**src/hw/rtl/tgbl_ram.sv**
```systemverilog
// generic single-write, single-read ram with registered read data
module tgbl_ram #(
    parameter int WIDTH = 16,
    parameter int DEPTH = 256,
    localparam int AW = $clog2(DEPTH)
) (
    input  logic             aclk,
    input  logic             we,
    input  logic [AW-1:0]    waddr,
    input  logic [WIDTH-1:0] wdata,
    input  logic [AW-1:0]    raddr,
    output logic [WIDTH-1:0] rdata
);

    logic [WIDTH-1:0] mem_reg [DEPTH];
    logic [WIDTH-1:0] rdata_reg;

    always_ff @(posedge aclk) begin
        if (we) begin
            mem_reg[waddr] <= wdata;
        end
        rdata_reg <= mem_reg[raddr];
    end

    assign rdata = rdata_reg;

endmodule
```
**config.mk**
```make
export PLATFORM = sky130hd
export DESIGN_NAME = tgbl_ram
export DESIGN_NICKNAME = d
export VERILOG_FILES = /design/src/hw/rtl/tgbl_ram.sv
export SDC_FILE = /design/constraint.sdc
export NUM_CORES = 2
export LEC_CHECK = 0
export BUFFER_PORTS_ARGS = -buffer_cell sky130_fd_sc_hd__buf_2
export CAP_MARGIN = 5
export CORE_MARGIN = 2
export CORE_UTILIZATION = 55
export DETAILED_ROUTE_END_ITERATION = 10
export GPL_TIMING_DRIVEN = 1
export PLACE_DENSITY_LB_ADDON = 0.15
export SLEW_MARGIN = 20
export SYNTH_ARGS = -nofsm -noshare
export SYNTH_HDL_FRONTEND = slang
export SYNTH_SLANG_ARGS = --single-unit
```
**constraint.sdc**
```tcl
create_clock -name aclk -period 2.8 [get_ports aclk]
set_input_delay 0.14 -clock aclk [delete_from_list [all_inputs] [get_ports aclk]]
set_output_delay 0.14 -clock aclk [all_outputs]
set_load 0.03 [all_outputs]
```
==> reports/metrics.csv <==
stage;metric;value;unit
sta;relSlewSlack;0.306;
place;hpwl;263000;um
cts;clock_latency;0.99;ns
synthesis;netlist_instances;7360;
setup_path;path_cells;mux4_2 > mux2_2 > a22oi_1 > buf_4 > nand2_1 > o32ai_1 > buf_4 > nor4_1;
final_layout;ff_latch_area;123000;sq um
final_layout;fill_cells;19100;
worst_hold_path;hp-class;input pin to flip-flop;
place;gp_congestion;0.909;
synthesis;ys_seq_area_frac;0.777;
synthesis;synth_top_family_by_area;multiplexers;
drt;viasPerCell;6.60;
die;fp.coreArea;288000;sq um
setup_path;critical_path_class;flip-flop to flip-flop;
setup_path;cp_max_fo;1;
cts;cts_buffer_depth;4;
sta;holdWs;0.0713;ns
synthesis;netlist.area_leader.share;0.775;
final_layout;utilization;0.638;
sta;fin_skew;0.0495;ns
sta;clock.fmax;365;MHz
drt;postRouteAntennaNets;0;
cts;post_cts_buffers;0;
global_route;grtUsageTotal;0.292;
synthesis;yosysWarningCount;0;
setup_path;cp-end-kind;flip-flop;
setup_path;worst-path-buf-inv;2;
cts;numCtsBuffers;412;
final_layout;nNetsFinal;8307;
final_layout;largest_reg_flops;4096;
outcome;outcome;finished, final reports clean;
sta;post-route-min-period;2.74;ns
flow_run;drv_cap;0;
drt;first_pass_iters;6;
global_route;antenna_found_initial;29;
drt;vias;81900;
synthesis;synth.most_common_cell;edfxtp_1;
sta;finalHoldViolations;0;
synthesis;synthMuxAreaShare;0.155;
die;io_pins;50;
cts;clock_sinks;4112;
setup_path;path_common_cell;buf_4;
drt;drt-total-wl;428000;um
setup_path;critical_path_required;3.63;ns
final_layout;drive_above_1_share;0.293;
synthesis;synth_ff_type;edfxtp_1;
power_and_ir_drop;leakage;0.0595;uW
drt;drt_iter0_drc;12000;
cts;clock-root-buffer;clkbuf_16;
setup_path;worstPathArrival;3.57;ns
setup_path;crit_family;compound AO/OA/AOI/OAI gates;
power_and_ir_drop;power.density;705;nW/um^2
synthesis;synthTopCellsByCount;4096 x edfxtp_1, 797 x mux4_2, 565 x mux2i_1;
setup_path;cp-start-kind;flip-flop;
sta;tightest_slew;1.04;ns
synthesis;synth_edf_count;4096;
sta;final_max_slew_viol_count;0;
cts;htreeDepth;5;
place;place_ws;-0.759;ns
synthesis;synthAdderAreaFrac;0;
synthesis;synthSimpleGateAreaFrac;0.0157;
setup_path;cpPeakStageDelay;0.63;ns
cts;cts_tree;yes;
die;die-area;293000;sq um
synthesis;synth_fp_nets;7394;
power_and_ir_drop;ir_drop;0.666;mV
global_route;grt_max_degree;101;
die;die_h;541;um
global_route;grt_pass1_wl;604000;um
drt;post-route-drc-count;0;
place;place_area;170000;sq um
cts;clk_pin_slew;0.06;ns
sta;fin_ws;0.0596;ns
synthesis;synth_top_cell_by_area;edfxtp_1;
synthesis;netlist_area;159000;sq um
synthesis;async_flop_share;0;
place;port_buffers;49;
synthesis;syn-mean-instance-area;21.6;sq um
final_layout;multi_input_area;33100;sq um
sta;fin_crit_sh;0.979;
sta;setup_violations;0;
final_layout;syn_to_final_growth;15.7;%
sta;rsz0062_at_grt;false;
drt;wl_per_cell;34.4;um
synthesis;ys_ff_latch;4112;
power_and_ir_drop;finalPower;129000;uW
setup_path;slowest_stage;o32ai_1;
global_route;overflow;0;
synthesis;synth-xor-area-share;0;
synthesis;synth_compound_gate_area_share;0.0354;
synthesis;synth.distinct_cells;52;
die;die_x;541;um
die;row_count;197;
synthesis;ys_top_cells_by_area;edfxtp_1 77%, mux4_2 11%, mux2i_1 3.6%;
die;start_util;0.552;
global_route;first_global_vias;80300;
final_layout;design_area;184000;sq um
==> per-layer routing <==
metal / wire length [um] / up-vias / track usage
met5: 65 / - / 0
met4: 13600 / 10 / 0.0897
met3: 46900 / 613 / 0.0560
met2: 197000 / 4600 / 0.440
met1: 170000 / 43500 / 0.438
li1: - / 33200 / -
==> cell type report <==
| class | count | area share |
|---|---|---|
| Antenna cell | 13 | 0.000177 |
| Clock buffer | 497 | 0.0585 |
| Clock inverter | 267 | 0.0140 |
| Inverter | 4 | 0.000150 |
| Multi-Input combinational cell | 2792 | 0.180 |
| Sequential cell | 4112 | 0.672 |
| Tap cell | 3781 | 0.0258 |
| Timing Repair Buffer | 951 | 0.0499 |
==> repair_timing <==
| action | in CTS | in global routing |
|---|---|---|
| endpoints found under the setup margin | 2 | 1 |
| hold buffers | 24 | 0 |
| hold endpoints to repair | 3160 | 0 |
| gates resized for setup | 2 | 1 |
| pin swaps | 0 | 0 |
==> tightest hold or removal path: cells and delay by family <==
kind          cells  cell delay [ns]
simple gates      2             0.30
buf+inv           2             0.42
==> logic make-up (layout without fill, tap and decap cells) <==
family,Yosys count,after routing
AND/OR/NAND/NOR,556,556
other,0,13
multiplexers,1450,1450
flip-flops,4112,4112
buffers and inverters,456,1719
AO/OA/AOI/OAI,786,786
==> layout by cell type, fill, tap and decap left out, types with 78 or more instances in the layout <==
| cell | netlist | final |
|---|---|---|
| a21oi_1 | 175 | 175 |
| nor2_2 | 0 | 86 |
| nor2_1 | 304 | 217 |
| mux4_2 | 797 | 797 |
| clkbuf_1 | 230 | 78 |
| mux2i_1 | 565 | 565 |
| clkinv_1 | 0 | 89 |
| nor3_1 | 92 | 89 |
| buf_4 | 26 | 729 |
| mux2_2 | 88 | 88 |
| buf_12 | 5 | 151 |
| o221ai_1 | 252 | 252 |
| edfxtp_1 | 4096 | 4096 |
| clkbuf_16 | 0 | 416 |
| clkinv_2 | 0 | 91 |
| o22ai_1 | 148 | 148 |
==> worst paths after layout <==
| check | startpoint | endpoint | slack (ns) | depth (start not counted) |
|---|---|---|---|---|
| hold reg to reg | mem_reg[218][4]$_DFFE_PP_ | rdata[4]$_DFF_P_ | 1.09 | 5 |
| setup reg to reg | mem_reg[7][8]$_DFFE_PP_ | rdata[8]$_DFF_P_ | 0.06 | 8 |
| hold / removal | waddr[5] | mem_reg[122][12]$_DFFE_PP_ | 0.07 | 4 |
| setup / recovery | mem_reg[7][8]$_DFFE_PP_ | rdata[8]$_DFF_P_ | 0.06 | 8 |
==> power by group <==
part	total [uW]	internal [uW]	switching, uW
Combinational	7210	2670	4540
Clock	54200	30800	23400
Sequential	68000	67800	126
==> through the flow <==
step           instances  setup TNS [ns]
3_5_place_dp       11600           -6.58
2_1_floorplan       7360               0
4_1_cts            12400               0
5_1_grt            12400               0
6_report           12400               0
3_3_place_gp       11600           -6.94
Power figures use the tool's default switching activity.
